--- config.mk ---
export PLATFORM = sky130hd
export DESIGN_NAME = gad_ram
export DESIGN_NICKNAME = d
export VERILOG_FILES = /design/src/rtl/gad_ram.sv
export SDC_FILE = /design/constraint.sdc
export NUM_CORES = 1
export LEC_CHECK = 0
export CAP_MARGIN = 10
export CORE_UTILIZATION = 38
export DETAILED_ROUTE_END_ITERATION = 8
export DONT_BUFFER_PORTS = 1
export GPL_TIMING_DRIVEN = 0
export PLACE_DENSITY_LB_ADDON = 0.25
export SETUP_SLACK_MARGIN = 0.1
export SYNTH_ARGS = -nofsm -noshare
export SYNTH_HDL_FRONTEND = slang
export SYNTH_SLANG_ARGS = --single-unit
--- constraint.sdc ---
create_clock -name i_clk -period 1.8 [get_ports i_clk]
set_input_delay 0.18 -clock i_clk [delete_from_list [all_inputs] [get_ports i_clk]]
set_output_delay 0.18 -clock i_clk [all_outputs]
set_load 0.01 [all_outputs]
--- src/rtl/gad_ram.sv ---
// ----------------------------------------------------------------------------
// gad_ram
// Simple dual-port synchronous RAM, one write and one registered read port.
// ----------------------------------------------------------------------------
module gad_ram #(
    parameter int WIDTH = 8,
    parameter int DEPTH = 16
) (
    input  logic                     i_clk,
    input  logic                     i_we,
    input  logic [$clog2(DEPTH)-1:0] i_waddr,
    input  logic [WIDTH-1:0]         i_wdata,
    input  logic                     i_re,
    input  logic [$clog2(DEPTH)-1:0] i_raddr,
    output logic [WIDTH-1:0]         o_rdata
);
    logic [WIDTH-1:0] mem [DEPTH];

    always_ff @(posedge i_clk) begin
        if (i_we) begin
            mem[i_waddr] <= i_wdata;
        end
        if (i_re) begin
            o_rdata <= mem[i_raddr];
        end
    end
endmodule

# Word-level counts from Yosys, hierarchy flattened
# Memory sizes are Yosys's and may differ from the RTL's. A register that Yosys moved wholly into a read port is not among the register bits.
# Index checks and enable logic that the tools add are counted.
# W data, S select, Z words.
# word_totals
regBits	0
ram_bits	128
input_bits	19
output_inout_bits	8
elab_cells	3
memories	1
# op_classes
mux	2
# memory_table
name	depth	width	read_ports	rd_ports_with_merged_regs	write_ports	line	rtl
mem	16	8	1	1	1	17	logic [WIDTH-1:0] mem [DEPTH];
# ops
operator	count
$mux W1	2

# Depth between registers and ports, before layout
# Gate-level depths: netlist (run 1).
# depth
depth_word	2
ltp_mapped	5
depth_no_buf	3

# Worst setup path after synthesis (run 1)
# Ideal clock, no wire load.
# synth_timing
kind	input -> register
start	input i_waddr[2]
end	memory mem[0][0] (enable)
setup_time_ns	0.383
arrival_time_ns	1.290
t_required_ns	1.417
setup_slack_ns	0.127
stages	2
path_buffers	0
cell_sequence	or3b_2 -> nor3_1
# synth_lines
item	line	rtl
from (decl)	11	input logic [$clog2(DEPTH)-1:0] i_waddr,
to (decl)	17	
# Straight into the memory's write port.

==> results.md, run 1 <==
* Post-route worst setup slack at 213 ps
* Hold Fails Final Rpt at 0
* Max incr delay on CP at 530 ps
* Post-synthesis sequential area ratio at 78.1%
* Crit path kind: flop to flop
* Row cnt at 42
* Synth Cell Area at 5230 µm²
* Slew HR at 22.5%
* Most common cell after layout, fill and taps aside: edfxtp_1
* Nets at 281
* Reg-to-Reg Start: mem[1][0]$_DFFE_PP_
* RR Endpoint: o_rdata[0]$_DFFE_PP_
* CTS root buf: clkbuf_16
* Vias per cell at 5.25
* First drt pass iteration count at 4
* Final Slew Violations at 0
* Worst Clk Skew at 10.0 ps
* Die area at 14200 µm²
* Layout cell share with drive strength beyond 1 at 22.5%
* Worst Max-Slew Pin Slew at 1150 ps
* Cell taking the most area after synthesis: edfxtp_1
* Syn Area/Cell at 22.8 µm²
* Most frequent cells in the layout: edfxtp_1 (136), mux4_2 (18), clkbuf_16 (17), a22oi_1 (16), mux4_1 (14)
* First-pass GRT wire length at 15.1 mm
* Num Clock Sinks at 136
* Post-synthesis cell count at 229
* Top cell type's share of synthesized area at 78.1%
* Status: finished clean
* Unique masters post-synth at 18
* Largest net degree at the start of global routing at 17
* I/O pin total at 27
* # H-tree levels at 4
* Synthesis-to-finish area growth at 19.3%
* Slowest-stage cell, CP: mux4_1
* Path category of the worst min-delay check: primary input to flop
* Die Y at 119 µm
* Layout Utilization at 46.7%
* Postcts setup bufs at 0
* Period utilization at 88.2%
* DR WL/cell at 22.2 µm
* CP arrival at 1750 ps
* Detail Placement HPWL at 6.30 mm
* CTS tree: done
* Vias in the first global route at 2429
* Worst-path clk slew at 60 ps
* Pwr Total at 7.72 mW
* MaxCap Viol Count at 0
* Crit path launch type: flop
* CTS resizes at 0
* Worst Setup SP: mem[1][0]$_DFFE_PP_
* Cts bufs inserted at 17
* Core box area at 13300 µm²
* Diodes inserted at 0
* Hold Path Cell Cnt at 1
* Syn Nets at 248
* Longest Clk Path Bufs at 2
* Hold_ws at 4.36 ps
* Initial drt markers at 98
* Setup crit end: o_rdata[0]$_DFFE_PP_
* R2R depth at 3
* Leakage at 2.04 nW
* Post-placement setup slack at -149 ps
* Final setup violation count at 0
* Final setup TNS at 0 ps
* Cell Pwr Density at 1240 nW/µm²
* Final Critical Period at 1590 ps
* Cell chain of the critical path: mux4_1 -> a22oi_1 -> nand2_1
* Worst-path maximum fanout at 1
* Port bufs at 0
* Synth Warn # at 0
* Area contributors post-synth: edfxtp_1 (78%), mux4_2 (7.8%), mux4_1 (7.0%)
* WP data required at 1960 ps
* Reg2reg setup slack at 210 ps
* Gr ovfl total at 0
* Vias at 2369
* WL final at 10.0 mm
* Clk_lat worst skew at 420 ps
* Starting density of the core at 39.2%
* Post-synthesis register bit count at 136
* GRT Overall Usage at 15.6%
* Residual DRC at 0
* Detail Route Antenna Nets at 0
* RSZ-0062 raised after global routing: false
* Initial antenna violation count at 0
* FMAX at 0.630 GHz
* Die width at 119 µm
* Fillers at 1120
* Peak supply drop at 0.000661 V
* Final GP Congestion at 0.705
* Worst Setup End Kind: flop
-- cells in the mapped netlist (all sizes together) --
| master | count |
|---|---|
| nand3b | 2 |
| buf | 7 |
| nand2 | 9 |
| nor2 | 13 |
| clkdlybuf4s25 | 3 |
| and2 | 1 |
| edfxtp | 136 |
| mux4 | 32 |
| nand2b | 2 |
| or3b | 1 |
| nand3 | 1 |
| nor3 | 4 |
| a22oi | 16 |
| nor2b | 1 |
| and2b | 1 |
-- stage by stage --
stage | instances | cell area, µm²
CTS | 447 | 6200
detailed placement | 406 | 5460
floorplan | 229 | 5230
global placement | 405 | 5450
global route | 451 | 6240
finish | 451 | 6240
-- critical path, delay by kind of cell (launching register included) --
kind / cells / cell delay, ps
muxes: 1 / 530
and+or+nand+nor: 1 / 110
DFF: 1 / 360
AOI/OAI and AO/OA: 1 / 340
-- final cells by class --
cell class | instances | area [µm²] | share of cell area (%)
multi-input combinational | 83 | 1060 | 17.0
timing repair buffer | 14 | 133 | 2.13
sequential | 136 | 4080 | 65.5
buffer | 10 | 86.3 | 1.38
clock buffer | 17 | 425 | 6.82
clock inverter | 15 | 231 | 3.71
tap | 176 | 220 | 3.53
-- worst min path at each step --
stage | startpoint | end | slack, ps
2_1_floorplan | i_wdata[0] | mem[0][0]$_DFFE_PP_ | 280
3_3_place_gp | i_wdata[7] | mem[14][7]$_DFFE_PP_ | 280
3_5_place_dp | i_wdata[7] | mem[15][7]$_DFFE_PP_ | 280
4_1_cts | i_waddr[0] | mem[0][5]$_DFFE_PP_ | 60
5_1_grt | i_waddr[0] | mem[8][6]$_DFFE_PP_ | 2
6_report | i_waddr[0] | mem[8][6]$_DFFE_PP_ | 4
-- report_power, final --
part / switching [mW] / internal [mW] / total, mW
Clock: 1.25 / 2.57 / 3.82
Sequential: 0.0239 / 3.57 / 3.60
Combinational: 0.178 / 0.131 / 0.309
-- cell families after synthesis --
family / after synthesis / share of synthesized area (%)
DFF: 136 / 78.1
and+or+nand+nor: 35 / 3.14
AOI/OAI and AO/OA: 16 / 2.30
buffers and inverters: 10 / 1.65
muxes: 32 / 14.8
-- routing by layer --
metal  part of all wire, %  GRT usage [%]
met3                   6.0           4.69
met2                    48           23.8
met4                   1.7           7.03
met5                     0              0
met1                    44           20.7
-- sequential cells by signal, indices dropped and copies added, names as in the netlist --
signal and count:
mem 128, o_rdata 8
-- repair_timing --
item                                   4_1_cts  5_1_grt
hold buffers                                 9        2
endpoints found under the hold margin      136        2
setup endpoints to repair                    0        0
No activity file was read; power rests on OpenSTA's default activity.
==> run 2, diff against run 1 <==
==> constraint.sdc (replaced) <==
create_clock -name i_clk -period 1.9 [get_ports i_clk]
set_input_delay 0.19 -clock i_clk [delete_from_list [all_inputs] [get_ports i_clk]]
set_output_delay 0.19 -clock i_clk [all_outputs]
set_load 0.01 [all_outputs]
==> results.md, run 2 (same netlist as run 1, synthesis figures left out) <==
* Vias at 2328 (-1.7%)
* Hold_buf cts at 9 (unchanged)
* Cts bufs inserted at 17 (unchanged)
* Nets at 279 (-0.71%)
* Largest reg by FF count: mem
* Worst-path maximum fanout at 1 (unchanged)
* Vias per cell at 5.18 (-1.3%)
* Status: finished clean
* First drt pass iteration count at 4 (unchanged)
* GRT Overall Usage at 15.6% (unchanged)
* Starting density of the core at 39.2% (unchanged)
* Largest net degree at the start of global routing at 17 (unchanged)
* DR WL/cell at 22.2 µm (about the same)
* Diodes inserted at 0 (unchanged)
* Final Critical Period at 1590 ps (+0.167 ps)
* RR Endpoint: o_rdata[0]$_DFFE_PP_
* CTS root buf: clkbuf_16
* Slowest-stage cell, CP: mux4_1
* P_sw at 1.36 mW (-5.7%)
* M1 GR Usage at 20.7% (unchanged)
* RSZ-0062 raised after global routing: false
* WP data required at 2060 ps (+100 ps)
* Cell chain of the critical path: mux4_1 -> a22oi_1 -> nand2_1
* Final setup TNS at 0 ps (unchanged)
* Net Sw Frac at 18.7% (-0.071 points)
* Crit path launch type: flop
* Leakage at 2.03 nW (-0.54%)
* Setup crit end: o_rdata[0]$_DFFE_PP_
* Reg2reg setup slack at 310 ps (+100 ps)
* Detail Placement HPWL at 6.30 mm (unchanged)
* Synthesis-to-finish area growth at 18.9%
* Port bufs at 0 (unchanged)
* Period utilization at 83.5% (-4.6 points)
* Final setup violation count at 0 (unchanged)
* Die area at 14200 µm² (unchanged)
* Hold Fails Final Rpt at 0 (unchanged)
* Vias in the first global route at 2429 (unchanged)
* Longest Clk Path Bufs at 2 (unchanged)
* Path category of the worst min-delay check: primary input to flop
* Hold_ws at 8.21 ps (+3.85 ps)
* Crit path kind: flop to flop
* Row cnt at 42 (unchanged)
* Global routing usage on met2 at 23.8% (unchanged)
* Cell internal pwr at 5.94 mW (-5.3%)
* Post-route worst setup slack at 313 ps (+99.8 ps)
* Die Y at 119 µm (unchanged)
* FMAX at 0.630 GHz (about the same)
* Worst Clk Skew at 9.89 ps (-0.117 ps)
* Reg-to-Reg Start: mem[1][0]$_DFFE_PP_
* Most common cell after layout, fill and taps aside: edfxtp_1
* Clock share of power at 49.4% (about the same)
* Post-placement setup slack at -59.1 ps (+90.0 ps)
* Worst Max-Slew Pin Slew at 1150 ps (-7.36 ps)
* CTS tree: done
* Initial drt markers at 106 (+8.2%)
* Met3 GRT Util at 4.69% (unchanged)
* Placed cell areas at 5460 µm² (unchanged)
* R2R depth at 3 (unchanged)
* CP arrival at 1750 ps (about the same)
* Count of buffer and inverter cells on the critical path at 0 (unchanged)
* Residual DRC at 0 (unchanged)
* Layout Utilization at 46.6% (-0.15 points)
* Die width at 119 µm (unchanged)
* Final GP Congestion at 0.705 (unchanged)
* Worst-path clk slew at 60 ps (about the same)
* Crit path max-delay family: multiplexers
* # H-tree levels at 4 (unchanged)
* Initial antenna violation count at 0 (unchanged)
* Detail Route Antenna Nets at 0 (unchanged)
* Critical path depth at 3 (unchanged)
* Gr ovfl total at 0 (unchanged)
* Comb power frac at 4.0% (about the same)
* Core box area at 13300 µm² (unchanged)
* I/O pin total at 27 (unchanged)
* Peak supply drop at 0.000624 V (-5.6%)
* Max incr delay on CP at 530 ps (about the same)
* Worst Setup End Kind: flop
* Clk_lat worst skew at 420 ps (about the same)
* WL final at 9.98 mm (-0.41%)
* Most frequent cells in the layout: edfxtp_1 (136), mux4_2 (18), clkbuf_16 (17), a22oi_1 (16), mux4_1 (14)
* Top Registers: mem x128, o_rdata x8
* CTS resizes at 0 (unchanged)
* Design area at 6220 µm² (-0.32%)
* Postcts setup bufs at 0 (unchanged)
* Slew HR at 23.0% (+0.49 points)
* Num Clock Sinks at 136 (unchanged)
* GR peak layer: met2
* First-pass GRT wire length at 15.1 mm (unchanged)
* Layout cell share with drive strength beyond 1 at 22.7% (+0.17 points)
* Sequential share of power at 46.6% (about the same)
* Cell Pwr Density at 1180 nW/µm² (-5.1%)
* Final Slew Violations at 0 (unchanged)
* Worst Setup SP: mem[1][0]$_DFFE_PP_
* MaxCap Viol Count at 0 (unchanged)
* Max reg flops at 128 (unchanged)
## run 2: changes by cell type in the layout (fill, tap and decap cells not counted)
| cell | change |
|---|---|
| dlygate4sd3_1 | -2 |
## run 2: how the worst min path moves through the flow
| stage | startpoint | end | slack (ps) | depth (start not counted) |
|---|---|---|---|---|
| CTS | i_waddr[0] | mem[0][5]$_DFFE_PP_ | 70 | 1 |
| finish | i_waddr[0] | mem[4][6]$_DFFE_PP_ | 8 | 1 |
| floorplan | i_wdata[0] | mem[0][0]$_DFFE_PP_ | 290 | 0 |
| global route | i_waddr[0] | mem[4][6]$_DFFE_PP_ | 2 | 1 |
| global placement | i_wdata[7] | mem[14][7]$_DFFE_PP_ | 290 | 0 |
| detailed placement | i_wdata[7] | mem[15][7]$_DFFE_PP_ | 290 | 0 |
## run 2: stage by stage
step / instances / total power [mW]
3_5_place_dp: 406 / 3.70
5_1_grt: 449 / 7.52
4_1_cts: 447 / 7.35
2_1_floorplan: 229 / 3.63
6_report: 449 / 7.31
3_3_place_gp: 405 / 3.70
## run 2: power groups by stage
stage | Clock, mW | Sequential [mW] | Combinational, mW
after floorplan | 0 | 3.46 | 0.171
after global placement | 0 | 3.47 | 0.233
after detailed placement | 0 | 3.47 | 0.234
after CTS | 3.65 | 3.41 | 0.295
after global routing | 3.79 | 3.41 | 0.313
final | 3.61 | 3.41 | 0.290
## run 2: layout make-up
class	count	area (µm²)
multi-input combinational	83	1060
timing repair buffer	12	113
buffer	10	86.3
clock buffer	17	425
sequential	136	4080
clock inverter	15	231
fill	1120	7130
tap	176	220
## run 2: per-layer routing
metal	share of wire, %	wire length [µm]	vias to the layer above
li1	-	-	1043
met1	45	4510	1204
met2	48	4780	68
met3	5.2	515	13
met4	1.7	170	0
met5	0	0	-
==> run 3, diff against run 2 <==
==> constraint.sdc (replaced) <==
create_clock -name i_clk -period 1.56 [get_ports i_clk]
set_input_delay 0.156 -clock i_clk [delete_from_list [all_inputs] [get_ports i_clk]]
set_output_delay 0.156 -clock i_clk [all_outputs]
set_load 0.01 [all_outputs]
==> results.md, run 3 (same netlist as run 1, synthesis figures left out) <==
* Vias per cell at 5.26 (+1.4%)
* Vias in the first global route at 2455 (+1.1%)
* Row cnt at 42 (unchanged)
* Hold_ws at 28.5 ps (+20.3 ps)
* Fillers at 1140 (+1.8%)
* Worst Setup End Kind: flop
* Finished Layout Cells at 448 (-0.22%)
* Peak supply drop at 0.000721 V (+16%)
* Num Clock Sinks at 136 (unchanged)
* Longest Clk Path Bufs at 2 (unchanged)
* # H-tree levels at 4 (unchanged)
* Layout Utilization at 45.7% (-0.92 points)
* Hold Fails Final Rpt at 0 (unchanged)
* GRT Overall Usage at 15.6% (-0.026 points)
* CP arrival at 1600 ps (-150 ps)
* Design area at 6090 µm² (-2.0%)
* Reg area at 4080 µm² (unchanged)
* Final GP Congestion at 0.717 (+1.7%)
* Postcts setup bufs at 0 (unchanged)
* CTS root buf: clkbuf_16
* I/O pin total at 27 (unchanged)
* Starting density of the core at 39.2% (unchanged)
* Die Y at 119 µm (unchanged)
* Initial antenna violation count at 0 (unchanged)
* Worst-path maximum fanout at 1 (unchanged)
* Worst-path clk slew at 50 ps (about the same)
* Placed cell areas at 5460 µm² (about the same)
* Met3 GRT Util at 4.50% (-0.19 points)
* Leakage at 1.93 nW (-4.6%)
* Global routing usage on met2 at 23.1% (-0.65 points)
* Final Slew Violations at 0 (unchanged)
* Post-placement setup slack at -231 ps (-172 ps)
* Cell Pwr Density at 1280 nW/µm² (+8.9%)
* Clk_lat worst skew at 410 ps (about the same)
* Crit path kind: flop to flop
* Top Registers: mem x128, o_rdata x8
* Crit path launch type: flop
* Gr ovfl total at 0 (unchanged)
* Worst Max-Slew Pin Slew at 1140 ps (-5.66 ps)
* Cts bufs inserted at 17 (unchanged)
* Vias at 2356 (+1.2%)
* Port bufs at 0 (unchanged)
* First drt pass iteration count at 4 (unchanged)
* CTS tree: done
* WP data required at 1700 ps (-360 ps)
* Final setup violation count at 0 (unchanged)
* Synthesis-to-finish area growth at 16.6%
* Pwr Total at 7.80 mW (+6.8%)
* Period utilization at 93.7% (+10 points)
* Path category of the worst min-delay check: primary input to flop
* Largest net degree at the start of global routing at 17 (unchanged)
* Most frequent cells in the layout: edfxtp_1 (136), mux4_2 (22), clkbuf_16 (17), nor2_1 (13)
* First-pass GRT wire length at 15.1 mm (about the same)
* M1 GR Usage at 21.2% (+0.46 points)
* Most common cell after layout, fill and taps aside: edfxtp_1
* RSZ-0062 raised after global routing: true
* FMAX at 0.684 GHz (+8.6%)
* Final setup TNS at 0 ps (unchanged)
* Nets at 280 (+0.36%)
* Worst Clk Skew at 6.92 ps (-2.97 ps)
* Die area at 14200 µm² (unchanged)
* MaxCap Viol Count at 0 (unchanged)
* Multi-input logic area at 1100 µm² (+4.3%)
* Diodes inserted at 0 (unchanged)
* Reg2reg setup slack at 100 ps (-210 ps)
* DR WL/cell at 22.4 µm (+0.81%)
* Detail Placement HPWL at 6.34 mm (+0.50%)
* Residual DRC at 0 (unchanged)
* Post-route worst setup slack at 98.1 ps (-215 ps)
* Initial drt markers at 164 (+55%)
* Die width at 119 µm (unchanged)
* Core box area at 13300 µm² (unchanged)
* Slew HR at 23.3% (+0.38 points)
* GR peak layer: met2
* Status: finished clean
* Dpl cells at 406 (unchanged)
* Largest reg by FF count: mem
* Max reg flops at 128 (unchanged)
* Layout cell share with drive strength beyond 1 at 24.3% (+1.6 points)
* Final Critical Period at 1460 ps (-125 ps)
* WL final at 10.0 mm (+0.58%)
* Detail Route Antenna Nets at 0 (unchanged)
-- run 3: layer usage --
layer,up-vias,part of all wire (%)
met5,-,0
met4,0,0.94
met3,9,5.4
met2,71,48
met1,1234,46
li1,1042,-
-- run 3: worst paths after layout --
| check | from | end | cells after the start |
|---|---|---|---|
| worst max-delay path | mem[3][7]$_DFFE_PP_ | o_rdata[7]$_DFFE_PP_ | 3 |
| worst min-delay path | i_waddr[0] | mem[8][4]$_DFFE_PP_ | 1 |
| worst max register to register | mem[3][7]$_DFFE_PP_ | o_rdata[7]$_DFFE_PP_ | 3 |
| worst min register to register | mem[11][2]$_DFFE_PP_ | o_rdata[2]$_DFFE_PP_ | 3 |
-- run 3: worst max-delay path, stage by stage (launching register included) --
cell	delay, ps
edfxtp_1	350
mux4_2	480
a22oi_2	240
nand2_1	130
-- run 3: final cells by class --
cell class                 instances  share of cell area (%)
clock inverter                     9                   0.595
multi-input combinational         83                    18.1
clock buffer                      21                    7.23
timing repair buffer              13                    2.05
buffer                            10                    1.42
tap                              176                    3.61
sequential                       136                    67.0
-- run 3: timing repair --
item / in CTS / in global routing
endpoints found under the hold margin: 136 / 1
hold buffers: 9 / 2
resized for setup: 7 / 8
pin swaps: 2 / 6
setup endpoints to repair: 6 / 8
-- run 3: where the power goes --
group | switching [mW] | internal [mW] | total (mW)
combinational | 0.221 | 0.162 | 0.383
clock | 1.31 | 1.96 | 3.27
sequential | 0.0284 | 4.12 | 4.15
