$ cat src/rtl/gad_pkg.sv
// ----------------------------------------------------------------------------
// gad_pkg
// Shared constants, types and helpers of the gray downscaler with 1-bit dither.
// ----------------------------------------------------------------------------
package gad_pkg;

    localparam int MAX_WIDTH  = 2048;
    localparam int MAX_HEIGHT = 3072;
    localparam int ERR_DEPTH  = MAX_WIDTH + 2;
    localparam int COL_W      = $clog2(MAX_WIDTH);
    localparam int ERR_AW     = $clog2(ERR_DEPTH);
    localparam int SUM_W      = 20;
    localparam int DIM_W      = 12;
    localparam logic [SUM_W-1:0] SUM_MAX   = '1;
    localparam logic [DIM_W-1:0] COUNT_MAX = '1;

    localparam logic [2:0] CFG_SRC_W = 3'd0;
    localparam logic [2:0] CFG_SRC_H = 3'd1;
    localparam logic [2:0] CFG_TGT_W = 3'd2;
    localparam logic [2:0] CFG_TGT_H = 3'd3;

    localparam logic [3:0] DIV_BITS_PIX = 4'd8;
    localparam logic [3:0] DIV_BITS_ROW = 4'd12;

    typedef struct packed {
        logic        start;
        logic [23:0] dividend;
        logic [11:0] divisor;
        logic [3:0]  nbits;
    } t_div_req;

    typedef struct packed {
        logic        done;
        logic [11:0] quot;
    } t_div_rsp;

    typedef enum logic [3:0] {
        ST_IDLE, ST_ACC, ST_DIVA, ST_WAITA, ST_DIVB, ST_WAITB,
        ST_W_INIT, ST_W_RD, ST_W_SDIV, ST_W_SWAIT, ST_W_AVG, ST_W_AWAIT,
        ST_W_DITH, ST_W_TAIL0, ST_W_TAIL1
    } t_state;

    // divide by 16, truncating toward zero
    function automatic logic signed [8:0] trunc16(input logic signed [11:0] v);
        logic signed [11:0] a;
        a = v[11] ? -v : v;
        a = a >>> 4;
        return v[11] ? 9'(-a) : 9'(a);
    endfunction

endpackage

$ cat src/rtl/gad_div.sv
// ----------------------------------------------------------------------------
// gad_div
// Restoring divider, one quotient bit a cycle, saturating to the bit count.
// ----------------------------------------------------------------------------
module gad_div (
    input  logic               i_clk,
    input  logic               i_rst_n,
    input  gad_pkg::t_div_req  i_req,
    output gad_pkg::t_div_rsp  o_rsp
);
    import gad_pkg::*;

    logic        r_busy, n_busy;
    logic        r_done, n_done;
    logic [23:0] r_rem, n_rem;
    logic [11:0] r_quot, n_quot;
    logic [11:0] r_dvs, n_dvs;
    logic [3:0]  r_k, n_k;
    logic [23:0] shifted;

    always_comb begin
        n_busy  = r_busy;
        n_done  = 1'b0;
        n_rem   = r_rem;
        n_quot  = r_quot;
        n_dvs   = r_dvs;
        n_k     = r_k;
        shifted = {12'd0, r_dvs} << r_k;
        if (i_req.start) begin
            n_dvs = i_req.divisor;
            if ({1'b0, i_req.dividend} >= ({13'd0, i_req.divisor} << i_req.nbits)) begin
                n_quot = 12'((13'd1 << i_req.nbits) - 13'd1);
                n_done = 1'b1;
                n_busy = 1'b0;
            end else begin
                n_quot = '0;
                n_rem  = i_req.dividend;
                n_k    = i_req.nbits - 4'd1;
                n_busy = 1'b1;
            end
        end else if (r_busy) begin
            if (r_rem >= shifted) begin
                n_rem        = r_rem - shifted;
                n_quot[r_k]  = 1'b1;
            end
            if (r_k == 4'd0) begin
                n_busy = 1'b0;
                n_done = 1'b1;
            end else begin
                n_k = r_k - 4'd1;
            end
        end
    end

    always_ff @(posedge i_clk) begin
        if (!i_rst_n) begin
            r_busy <= 1'b0;
            r_done <= 1'b0;
        end else begin
            r_busy <= n_busy;
            r_done <= n_done;
        end
    end

    always_ff @(posedge i_clk) begin
        r_rem  <= n_rem;
        r_quot <= n_quot;
        r_dvs  <= n_dvs;
        r_k    <= n_k;
    end

    assign o_rsp.done = r_done;
    assign o_rsp.quot = r_quot;
endmodule

$ cat config.mk
export PLATFORM = sky130hd
export DESIGN_NAME = gad_div
export DESIGN_NICKNAME = d
export VERILOG_FILES = /design/src/rtl/gad_pkg.sv /design/src/rtl/gad_div.sv
export SDC_FILE = /design/constraint.sdc
export NUM_CORES = 1
export LEC_CHECK = 0
export ABC_AREA = 0
export BUFFER_PORTS_ARGS = -buffer_cell sky130_fd_sc_hd__buf_2
export CAP_MARGIN = 20
export CORE_AREA = 2 2 107 109
export CTS_CLUSTER_DIAMETER = 50
export DETAILED_ROUTE_END_ITERATION = 10
export DIE_AREA = 0 0 109 111
export PLACE_DENSITY = 0.79
export SYNTH_ARGS = -nofsm -noshare
export SYNTH_HDL_FRONTEND = slang
export SYNTH_SLANG_ARGS = --single-unit
$ cat constraint.sdc
create_clock -name i_clk -period 6.35 [get_ports i_clk]
set_clock_uncertainty 0.2 [all_clocks]
set_input_delay 0 -clock i_clk [delete_from_list [all_inputs] [get_ports i_clk]]
set_output_delay 0 -clock i_clk [all_outputs]
set_load 0.05 [all_outputs]
======== Word-level counts from Yosys, hierarchy flattened ========
Index checks and enable logic that the tools add are counted.
operators by class
  reductions and logical operators ........ 7
  add/subtract/negate cells ............... 4
  bitwise gates (word level) .............. 1
  mux-type cells .......................... 22
  equal/unequal tests ..................... 2
  magnitude comparators ................... 4
  shifts and indexed selects .............. 3
operators by type and width
  operator                                                                             count
  24-bit 2-to-1 mux                                                                    4
  12-bit 2-to-1 mux                                                                    4
  24-bit by 25-bit greater-or-equal comparator with 1-bit output                       1
  12-bit by 4-bit left shift with 25-bit output                                        1
  24-bit greater-or-equal comparator                                                   1
  12-bit by 4-bit left shift with 24-bit output                                        1
  24-bit subtractor                                                                    1
  4-bit 2-to-1 mux                                                                     4
  12-bit OR                                                                            1
  1-bit by 4-bit left shift with 12-bit output, first input constant                   1
  12-bit by 1-bit subtractor with 12-bit output, second input constant                 1
  1-bit 2-to-1 mux                                                                     9
  4-bit by 1-bit subtractor with 4-bit output, second input constant                   2
  3-bit AND reduction                                                                  2
  4-bit by 5-bit < comparator with 1-bit output, second input constant                 1
  1-bit demux with 4-bit select                                                        1
  4-bit by 1-bit greater-or-equal comparator with 1-bit output, second input constant  1
  4-bit zero test                                                                      1
  2-bit inequality test, second input constant                                         2
  2-bit nonzero test                                                                   2
  2-bit AND reduction                                                                  1
  1-bit logical AND                                                                    1
storage, ports and cells
  register bits after elaboration ......... 54
  output and inout port bits .............. 13

======== Logic depth before layout (Yosys ltp) ========
Gate-level depths: netlist of the first run.
  word-level depth ........................ 8
  gate-level depth with buffers ........... 18

======== Worst setup path before layout of the first run ========
No wires, ideal clock.
  kind .................................... reg-to-reg
  from .................................... reg r_k[0]
  to ...................................... reg r_rem[0], enable pin
  setup slack ............................. 1749 ps
  required time ........................... 5768 ps
  cell stages (with the launch flop) ...... 15
  path buffers ............................ 2
  library setup time ...................... 382 ps
  data arrival time ....................... 4019 ps
  path through ............................ edfxtp_1 -> buf_2 -> buf_2 -> nor2_1 -> nand3_1 -> o21ai_0 -> nand2_1 -> ha_1 -> nand2_1 -> o21ai_0 -> a21oi_1 -> o311ai_4 -> a21boi_2 -> a32oi_1 -> o21a_1
between the ends
  longest elaborated chain between the ends .. 4
ends and longest elaborated chain
  what                                           line           text
  from (decl)                                    gad_div.sv:18  logic [3:0] r_k, n_k;
  from (signal assigned)                         gad_div.sv:69  r_k <= n_k;
  12-bit by 4-bit left shift with 24-bit output  gad_div.sv:28  shifted = {12'd0, r_dvs} << r_k;
  24-bit greater-or-equal comparator             gad_div.sv:42  if (r_rem >= shifted) begin
  2-bit nonzero test (no source line)            -
  3-bit AND reduction (no source line)           -
  to (signal assigned)                           gad_div.sv:66  r_rem <= n_rem;
  to (decl)                                      gad_div.sv:15  logic [23:0] r_rem, n_rem;
No other way between the ends.
A chain may end at the register's enable or synchronous reset.

======== Final worst setup path of the first run ========
  from .................................... reg r_k[3]
  to ...................................... reg r_rem[14], enable pin
Same word-level chain as after synthesis.

==> results of run 1 <==
==> worst max-delay path, cell delays in order (launching register included) <==
cell and delay, ns:
edfxtp_1 0.69, clkinv_1 0.41, nor2_1 0.58, a22oi_1 0.19, ha_1 0.42, and2_2 0.22
nand4_2 0.17, o311ai_4 0.44, a21boi_2 0.12, a32oi_1 0.21, buf_4 0.26, o21a_1 0.15
buf_4 0.34
==> Yosys cell counts (12+ instances only) <==
| master | n | area [µm²] |
|---|---|---|
| nand2_1 | 82 | 308 |
| o21ai_0 | 63 | 315 |
| a21oi_1 | 52 | 260 |
| edfxtp_1 | 52 | 1560 |
| ha_1 | 50 | 626 |
| nor2_1 | 43 | 161 |
| mux2i_1 | 31 | 310 |
| clkbuf_1 | 25 | 93.8 |
| mux2_2 | 15 | 169 |
| nor2b_1 | 15 | 93.8 |
| a21o_1 | 14 | 105 |
| nand3_1 | 14 | 70.1 |
| xor2_1 | 12 | 105 |
==> cell type report <==
type | count | area [µm²] | area share, %
clock buffers | 5 | 125 | 2.02
well taps | 143 | 179 | 2.89
repair buffers | 95 | 668 | 10.8
flip-flops and latches | 54 | 1600 | 25.8
multi-input cells | 518 | 3550 | 57.3
clock inverters | 3 | 28.8 | 0.464
inverters | 12 | 45.0 | 0.727
==> power by group <==
group          switching [mW]  internal, mW
logic                   0.630         0.398
clock network           0.145         0.152
registers              0.0499         0.492
==> flip-flops by register name, indices dropped and copies added, names as in the netlist <==
signal,cells
r_quot,12
r_dvs,12
r_k,4
r_done,1
r_rem,24
r_busy,1
==> worst max path at each step <==
stage               cells past startpoint                  end  slack (ns)        startpoint
global route                           12  r_rem[12]$_DFFE_PP_        1.39  r_k[3]$_DFFE_PP_
global placement                       14  r_rem[12]$_DFFE_PP_        1.83  r_k[0]$_DFFE_PP_
detailed placement                     14  r_rem[14]$_DFFE_PP_        1.72  r_k[0]$_DFFE_PP_
floorplan                              14   r_rem[0]$_DFFE_PP_        1.75  r_k[0]$_DFFE_PP_
finish                                 12  r_rem[14]$_DFFE_PP_        1.59  r_k[3]$_DFFE_PP_
CTS                                    14  r_rem[14]$_DFFE_PP_        1.70  r_k[0]$_DFFE_PP_
==> cell families (layout without fill, tap and decap cells) <==
logic type	Yosys count	after routing	synth area share, %
fa+ha+maj	51	51	12.0
simple gates	198	198	16.8
buf+inv	53	115	4.12
compound gates	198	198	23.5
xor+xnor	22	22	3.59
flops	54	54	29.8
mux	49	49	10.2
==> per-layer routing <==
metal  wire length [µm]  part of all wire, %  track usage [%]
met5                  0                    0                0
met4                350                  2.3             7.18
met3               1040                  6.8             3.29
met2               7500                   49             42.1
met1               6400                   42             34.6
==> per-stage QoR <==
stage | std cells | instance area [µm²]
floorplan | 625 | 5370
global placement | 785 | 5670
detailed placement | 785 | 5670
CTS | 830 | 6200
global route | 830 | 6200
finish | 830 | 6200
==> repair_timing <==
item | 4_1_cts | 5_1_grt
setup endpoints to repair | 0 | 0
hold endpoints to repair | 38 | 0
hold buffers | 37 | 0
setup buffers | 0 | 0
==> flow_summary.ini, run 1 <==
[power_and_ir_drop]
power_density_mw_per_mm2 = 301
power_mw = 1.87
ir_worst_vdd_mv = 0.157
p_leak_nw = 2.51

[logic_synthesis]
ys_seq_area_share_pct = 29.8
yosys_register_bits = 54
netlist_area_mm2 = 0.00537
netlist_instances = 625
synth_flop_cell = edfxtp_1
synthArstFlopShare_pct = 0
synth_nets = 719
yosysWarnings = 0
syn_avg_cell_area_um2 = 8.59
synth_edf_count = 52
synth_cell_types = 59

[sta]
setup_tns_ns = 0
finalHoldViolations = 0
max_freq_ghz = 0.210
finalWorstSetupSlack_ns = 1.59
timing.hold.ws_ns = 0.167
setup_viol = 0
finalCritPeriodShare_pct = 74.9
period_minus_slack_ns = 4.76
drv_slew = 0
worst_pin_slew_ns = 0.865
slew_headroom_pct = 42.4
rsz0062_at_grt = false

[final_layout]
syn2layout_area_growth_pct = 15.4
diodes = 0
drive_gt1_share_pct = 14.8
fillers = 982
nets = 780
final_common_cell = nand2_1
layout_common_cells = 82 x nand2_1, 63 x o21ai_0, 55 x buf_2, 52 x a21oi_1, 52 x edfxtp_1
utilization_pct = 55.9

[worst_setup_path]
regToRegStartpoint = r_k[3]$_DFFE_PP_
rr_endpoint = r_rem[14]$_DFFE_PP_
cp.required_ns = 6.12
cp.arrival_ns = 4.53
criticalPathCategory = reg2reg
worstSetupStartpointType = flip-flop
reg2reg_slack_ns = 1.59
end_kind = flip-flop
cp_max_fo = 24
r2r_cells = 12

[global_routing]
grt_max_degree = 85
grt_overflow_total = 0
grt_pass1_vias = 4615
antenna_found_initial = 0
grt_pass1_wl_um = 24000
grt_usage_pct = 25.5

[clocking]
htreeDepth = 2
clk_pin_slew_ns = 0.08
clockBufferDepth = 2
ctsResizeCount = 0
cts_sinks = 54
cts_tree = built
clockRootBuffer = clkbuf_16
worstSkewPairLatency_ns = 0.30
numCtsBuffers = 5

[placed_design]
gp_congestion = 0.919
port_buffers = 55
dp_slack_ns = 1.72
dp_hpwl_um = 11400

[detailed_routing]
wire_per_inst_um = 18.4
via_per_inst = 6.13
drt_wl_total_um = 15300
num_vias = 5084
drtIter0Drc = 518
drc = 0
final_antenna_net_count = 0
dr.pass1.iters = 6

[floorplanning]
coreArea_mm2 = 0.0111
rows = 39
initial_core_util_pct = 48.5
dieWidth_um = 109
dieArea_mm2 = 0.0121
ios = 56
die_h_um = 111

[hold_path]
min_to = r_rem[0]$_DFFE_PP_
hp-class = in2reg
hp-start = i_req[40]
whs_path_depth = 3

[job]
maxCapViolations = 0

[outcome]
status = finished clean
Power figures use the tool's default switching activity.
==> run 2: changes to the inputs <==
Settings changed: PLACE_DENSITY 0.79 to 0.81.
Clock period 6.35 ns to 4 ns, I/O delays scaled along.
==> flow_summary.ini, run 2 (synthesis gave the netlist of run 1 again) <==
[outcome]
status = finished clean

[worst_setup_path]
crit_path_cell_trace = buf_12, mux2_2, nor2_1, a21oi_1, mux2_2, a22oi_1, ha_1, buf_4, nand4_1, o21bai_1, o221ai_2, o311ai_4, a21boi_4, a32oi_4, buf_4, o21a_4
cpMaxStageDelayCell = edfxtp_1
reg2reg_slack_ns = 0.06
cp.required_ns = 3.82
max_stage_delay_ns = 0.44
end_kind = flip-flop
r2r_cells = 16
rr_endpoint = r_rem[11]$_DFFE_PP_
crit_family = compound AO/OA/AOI/OAI gates
crit_buf_inv = 3
cp.arrival_ns = 3.76
cp_max_fo = 14
criticalPathCategory = reg2reg
regToRegStartpoint = r_k[0]$_DFFE_PP_
worstSetupStartpointType = flip-flop

[final_layout]
largest_reg_flops = 24
syn2layout_area_growth_pct = 21.5
layout_common_cells = 82 x nand2_1, 61 x o21ai_0, 55 x buf_2, 52 x edfxtp_1, 51 x a21oi_1
final-seq-area_mm2 = 0.00160
multi_input_area_mm2 = 0.00366
nets = 810
top_regs = r_rem: 24 flops, r_dvs: 12 flops, r_quot: 12 flops
final_cells = 860
design_area_mm2 = 0.00653
regMostFlops = r_rem
diodes = 0
drive_gt1_share_pct = 19.8
final_common_cell = nand2_1
fillers = 947

[hold_path]
whs_path_depth = 3
hp-start = i_req[33]
hp-class = in2reg
min_to = r_rem[17]$_DFFE_PP_

[global_routing]
grt_max_degree = 86
grt_usage_pct = 27.2
grt_pass1_wl_um = 25900
grt_pass1_vias = 5250
grt_overflow_total = 0
antenna_found_initial = 0

[clocking]
cts_tree = built
numCtsBuffers = 5
htreeDepth = 2
worstSkewPairLatency_ns = 0.30
clockRootBuffer = clkbuf_16
cts_sinks = 54
clockBufferDepth = 2
clk_pin_slew_ns = 0.08

[floorplanning]
die_h_um = 111
rows = 39
dieWidth_um = 109
ios = 56
initial_core_util_pct = 48.5
coreArea_mm2 = 0.0111
dieArea_mm2 = 0.0121

[detailed_routing]
wire_per_inst_um = 19.4
dr.pass1.iters = 5
drc = 0
via_per_inst = 6.25
num_vias = 5377
drt_wl_total_um = 16700
drtIter0Drc = 610
final_antenna_net_count = 0

[sta]
drv_slew = 0
worst_pin_slew_ns = 0.869
setup_tns_ns = 0
finalWorstSetupSlack_ns = 0.0596
finalCritPeriodShare_pct = 98.5
max_freq_ghz = 0.254
slew_headroom_pct = 42.0
finalHoldViolations = 0
rsz0062_at_grt = true
period_minus_slack_ns = 3.94
timing.hold.ws_ns = 0.0181
setup_viol = 0

[placed_design]
dp_slack_ns = 0.0445
place_area_mm2 = 0.00591
numPlacedInstances = 811
port_buffers = 55
dp_hpwl_um = 12200
gp_congestion = 0.947

[power_and_ir_drop]
ir_worst_vdd_mv = 0.288
power_density_mw_per_mm2 = 484
p_leak_nw = 2.67

[job]
maxCapViolations = 0
run 2: cell type report:
cell class / instances / area share [%]
inverters: 12 / 0.690
well taps: 143 / 2.74
clock inverters: 3 / 0.402
clock buffers: 5 / 1.92
flip-flops and latches: 54 / 24.5
multi-input cells: 521 / 56.0
repair buffers: 122 / 13.7
run 2: worst min-delay path, cell delays in order:
cell and delay [ns]:
buf_2 0.14, o22ai_1 0.16, a311oi_1 0.06
run 2: metal layers:
metal	up-vias	share of wire (%)	GRT usage [%]
met1	2513	40	35.0
met5	-	0	0
met3	51	7.9	3.76
met2	293	48	45.1
met4	0	3.8	11.9
li1	2520	-	-
run 2: timing repair:
action                                 in CTS  in global routing
buffers inserted                            0                  2
setup endpoints to repair                   0                 40
endpoints found under the hold margin      37                  0
resized for setup                           0                 14
hold buffers                               36                  0
run 2: metrics by stage:
step	total power, mW	util, %
3_5_place_dp	2.54	53.3
5_1_grt	3.34	58.9
3_3_place_gp	2.50	53.3
4_1_cts	3.04	57.9
6_report	3.16	58.9
2_1_floorplan	2.08	-
run 2: worst max-delay path by stage:
stage                           from  cells after the start                   to  slack [ns]
detailed placement  r_k[0]$_DFFE_PP_                     11   r_rem[1]$_DFFE_PP_        0.04
floorplan           r_k[0]$_DFFE_PP_                     14   r_rem[0]$_DFFE_PP_        0.06
global placement            i_req[1]                     14   r_rem[5]$_DFFE_PP_        0.18
global route        r_k[0]$_DFFE_PP_                     15  r_rem[18]$_DFFE_PP_       -0.04
finish              r_k[0]$_DFFE_PP_                     16  r_rem[11]$_DFFE_PP_        0.06
CTS                 r_k[0]$_DFFE_PP_                     11   r_rem[1]$_DFFE_PP_        0.02
run 2: where the power goes:
| group | internal (mW) | switching, mW | total [mW] |
|---|---|---|---|
| clock | 0.239 | 0.228 | 0.466 |
| sequential | 0.781 | 0.0590 | 0.840 |
| combinational | 0.740 | 1.11 | 1.85 |
==> run 3: changes to the inputs <==
Settings changed: ABC_AREA 0 to 1, CORE_AREA 2 2 107 109 to 2 2 110 112, DIE_AREA 0 0 109 111 to 0 0 112 114.
==> flow_summary.ini, run 3 <==
[power_and_ir_drop]
sequentialPowerShare_pct = 26.3
internal_power_mw = 1.65
swShare_pct = 48.5
pwr-share-comb_pct = 59.2
ir_worst_vdd_mv = 0.218
power_frac_clock_pct = 14.5
power_mw = 3.21
p_leak_nw = 2.95
power_density_mw_per_mm2 = 487
p_sw_mw = 1.56

[floorplanning]
rows = 40
die_h_um = 114
dieArea_mm2 = 0.0128
dieWidth_um = 112
ios = 56
coreArea_mm2 = 0.0117
initial_core_util_pct = 48.3

[worst_setup_path]
reg2reg_slack_ns = 0.26
cp_max_fo = 15
cp.arrival_ns = 3.54
max_stage_delay_ns = 0.46
path_depth = 16
path_common_cell = nand2_1
cpMaxStageDelayCell = edfxtp_1
crit_path_cell_trace = buf_4, mux2i_1, nand2_1, o21ai_0, nand2_1, o21ai_0, or2_2, ha_1, nand2_1, nor3_1, and2_1, nand4_1, nand4_1, nand2_2, a21oi_2, buf_6
worstSetupStartpointType = flip-flop
crit_family = simple AND/OR/NAND/NOR gates
crit_buf_inv = 2
end_kind = flip-flop
criticalPathCategory = reg2reg
cp.required_ns = 3.81
r2r_cells = 16

[detailed_routing]
wl_met1_um = 7160
drt_wl_total_um = 17900
drc = 0
dr_wl_met3_um = 1470
final_antenna_net_count = 0
via_per_inst = 5.77
wire_per_inst_um = 17.1
num_vias = 6042
dr.pass1.iters = 6
wl_met2_um = 8550
highest_layer = met4
drtIter0Drc = 578

[sta]
finalCritPeriodShare_pct = 93.4
finalWorstSetupSlack_ns = 0.264
worst_pin_slew_ns = 0.787
rsz0062_at_grt = false
finalHoldViolations = 0
setup_viol = 0
slew_headroom_pct = 47.5
max_freq_ghz = 0.268
period_minus_slack_ns = 3.74
drv_slew = 0
setup_tns_ns = 0

[clocking]
clk_pin_slew_ns = 0.07
clockBufferDepth = 2
worstSkewPairLatency_ns = 0.30
post_cts_buffers = 0
cts_sinks = 54
htreeDepth = 2
cts_tree = built
numCtsBuffers = 5
clockRootBuffer = clkbuf_16

[final_layout]
largest_reg_flops = 24
layout_common_cells = 226 x nand2_1, 90 x o21ai_0, 75 x nor2_1, 67 x inv_1, 59 x nand3_1
regMostFlops = r_rem
nets = 994
syn2layout_area_growth_pct = 16.5
drive_gt1_share_pct = 13.3
fillers = 1091
diodes = 0
top_regs = r_rem: 24 flops, r_dvs: 12 flops, r_quot: 12 flops
final_common_cell = nand2_1

[logic_synthesis]
netlist_top_cells_area = edfxtp_1 28%, nand2_1 15%, ha_1 11%, o21ai_0 8.1%, nand3_1 5.2%
synth_nets = 913
synth_cell_types = 50
yosys_register_bits = 54
netlist_instances = 819
synth.top_cell.area_share_pct = 27.6
yosysWarnings = 0
synth_top_cells_by_count = 227 x nand2_1, 92 x o21ai_0, 75 x nor2_1
synth_edf_count = 52
yosysMostFrequentCell = nand2_1
netlist_area_mm2 = 0.00566
synthArstFlopShare_pct = 0
syn_avg_cell_area_um2 = 6.91
ys_seq_area_share_pct = 28.3
synth_flop_cell = edfxtp_1
yosys.area.top_type = edfxtp_1

[hold_path]
hp-class = in2reg
whs_path_depth = 3

[global_routing]
antenna_found_initial = 0
grt_pass1_vias = 5515
grt_pass1_wl_um = 27800
grt_overflow_total = 0
grt_max_degree = 33
grt_usage_pct = 27.4

[placed_design]
dp_slack_ns = 0.318
dp_hpwl_um = 13700
gp_congestion = 0.998
port_buffers = 55

[job]
maxCapViolations = 0

[outcome]
status = finished clean
==> run 3: per-layer routing <==
metal  track usage, %  vias to the layer above
met1             35.6                     2701
li1                 -                     2959
met2             46.9                      326
met4             10.7                        0
met5                0                        -
met3             3.40                       56
==> run 3: path summary, 6_finish.rpt <==
| path | endpoint | startpoint |
|---|---|---|
| setup / recovery | r_rem[2]$_DFFE_PP_ | r_k[0]$_DFFE_PP_ |
| hold / removal | r_quot[9]$_DFFE_PP_ | i_req[1] |
| setup reg to reg | r_rem[2]$_DFFE_PP_ | r_k[0]$_DFFE_PP_ |
| hold reg to reg | r_done$_SDFF_PN0_ | r_busy$_SDFF_PN0_ |
==> run 3: layout make-up <==
cell class / count / area, µm² / share of cell area [%]
timing repair buffer: 101 / 717 / 10.9
timing repair inverter: 1 / 7.51 / 0.114
tap: 147 / 184 / 2.79
clock buffer: 5 / 125 / 1.90
inverter: 74 / 287 / 4.35
sequential: 54 / 1600 / 24.3
multi-input combinational: 663 / 3640 / 55.3
clock inverter: 3 / 26.3 / 0.399
==> run 3: stage by stage <==
step	instance area [µm²]	util (%)	hold WS [ns]	std cells
final	6590	56.3	0.0902	1048
after global placement	6040	51.6	-0.00756	1002
after floorplan	5660	-	-0.101	819
after CTS	6570	56.1	0.0810	1047
after detailed placement	6040	51.6	-0.00475	1002
after global routing	6590	56.3	0.142	1048
==> run 3: power groups by stage <==
stage                     Sequential [mW]  Clock (mW)  Combinational [mW]
after CTS                           0.845       0.467                1.84
after detailed placement            0.857           0                1.79
final                               0.845       0.465                1.90
after global placement              0.857           0                1.78
after global routing                0.856       0.485                2.09
after floorplan                     0.929           0                1.26
==> run 3: worst reg2reg max path: stages, from the launching register on <==
cell      delay, ns
edfxtp_1       0.46
buf_4          0.22
mux2i_1        0.15
nand2_1        0.07
o21ai_0        0.12
nand2_1        0.08
o21ai_0        0.11
or2_2          0.32
ha_1           0.35
nand2_1        0.12
nor3_1         0.25
and2_1         0.23
nand4_1        0.10
nand4_1        0.13
nand2_2        0.13
a21oi_2        0.17
buf_6          0.21
==> run 3: cell families after synthesis <==
family	synth area share, %
AND/OR/NAND/NOR	32.6
AO/OA/AOI/OAI	17.7
buffers and inverters	7.56
flip-flops	28.3
adder cells (fa/ha/maj)	11.4
XOR/XNOR	1.55
multiplexers	0.885
==> run 3: timing repair <==
action	4_1_cts	5_1_grt
gates resized for setup	0	7
hold endpoints to repair	38	0
hold buffers	37	0
endpoints found under the setup margin	0	26
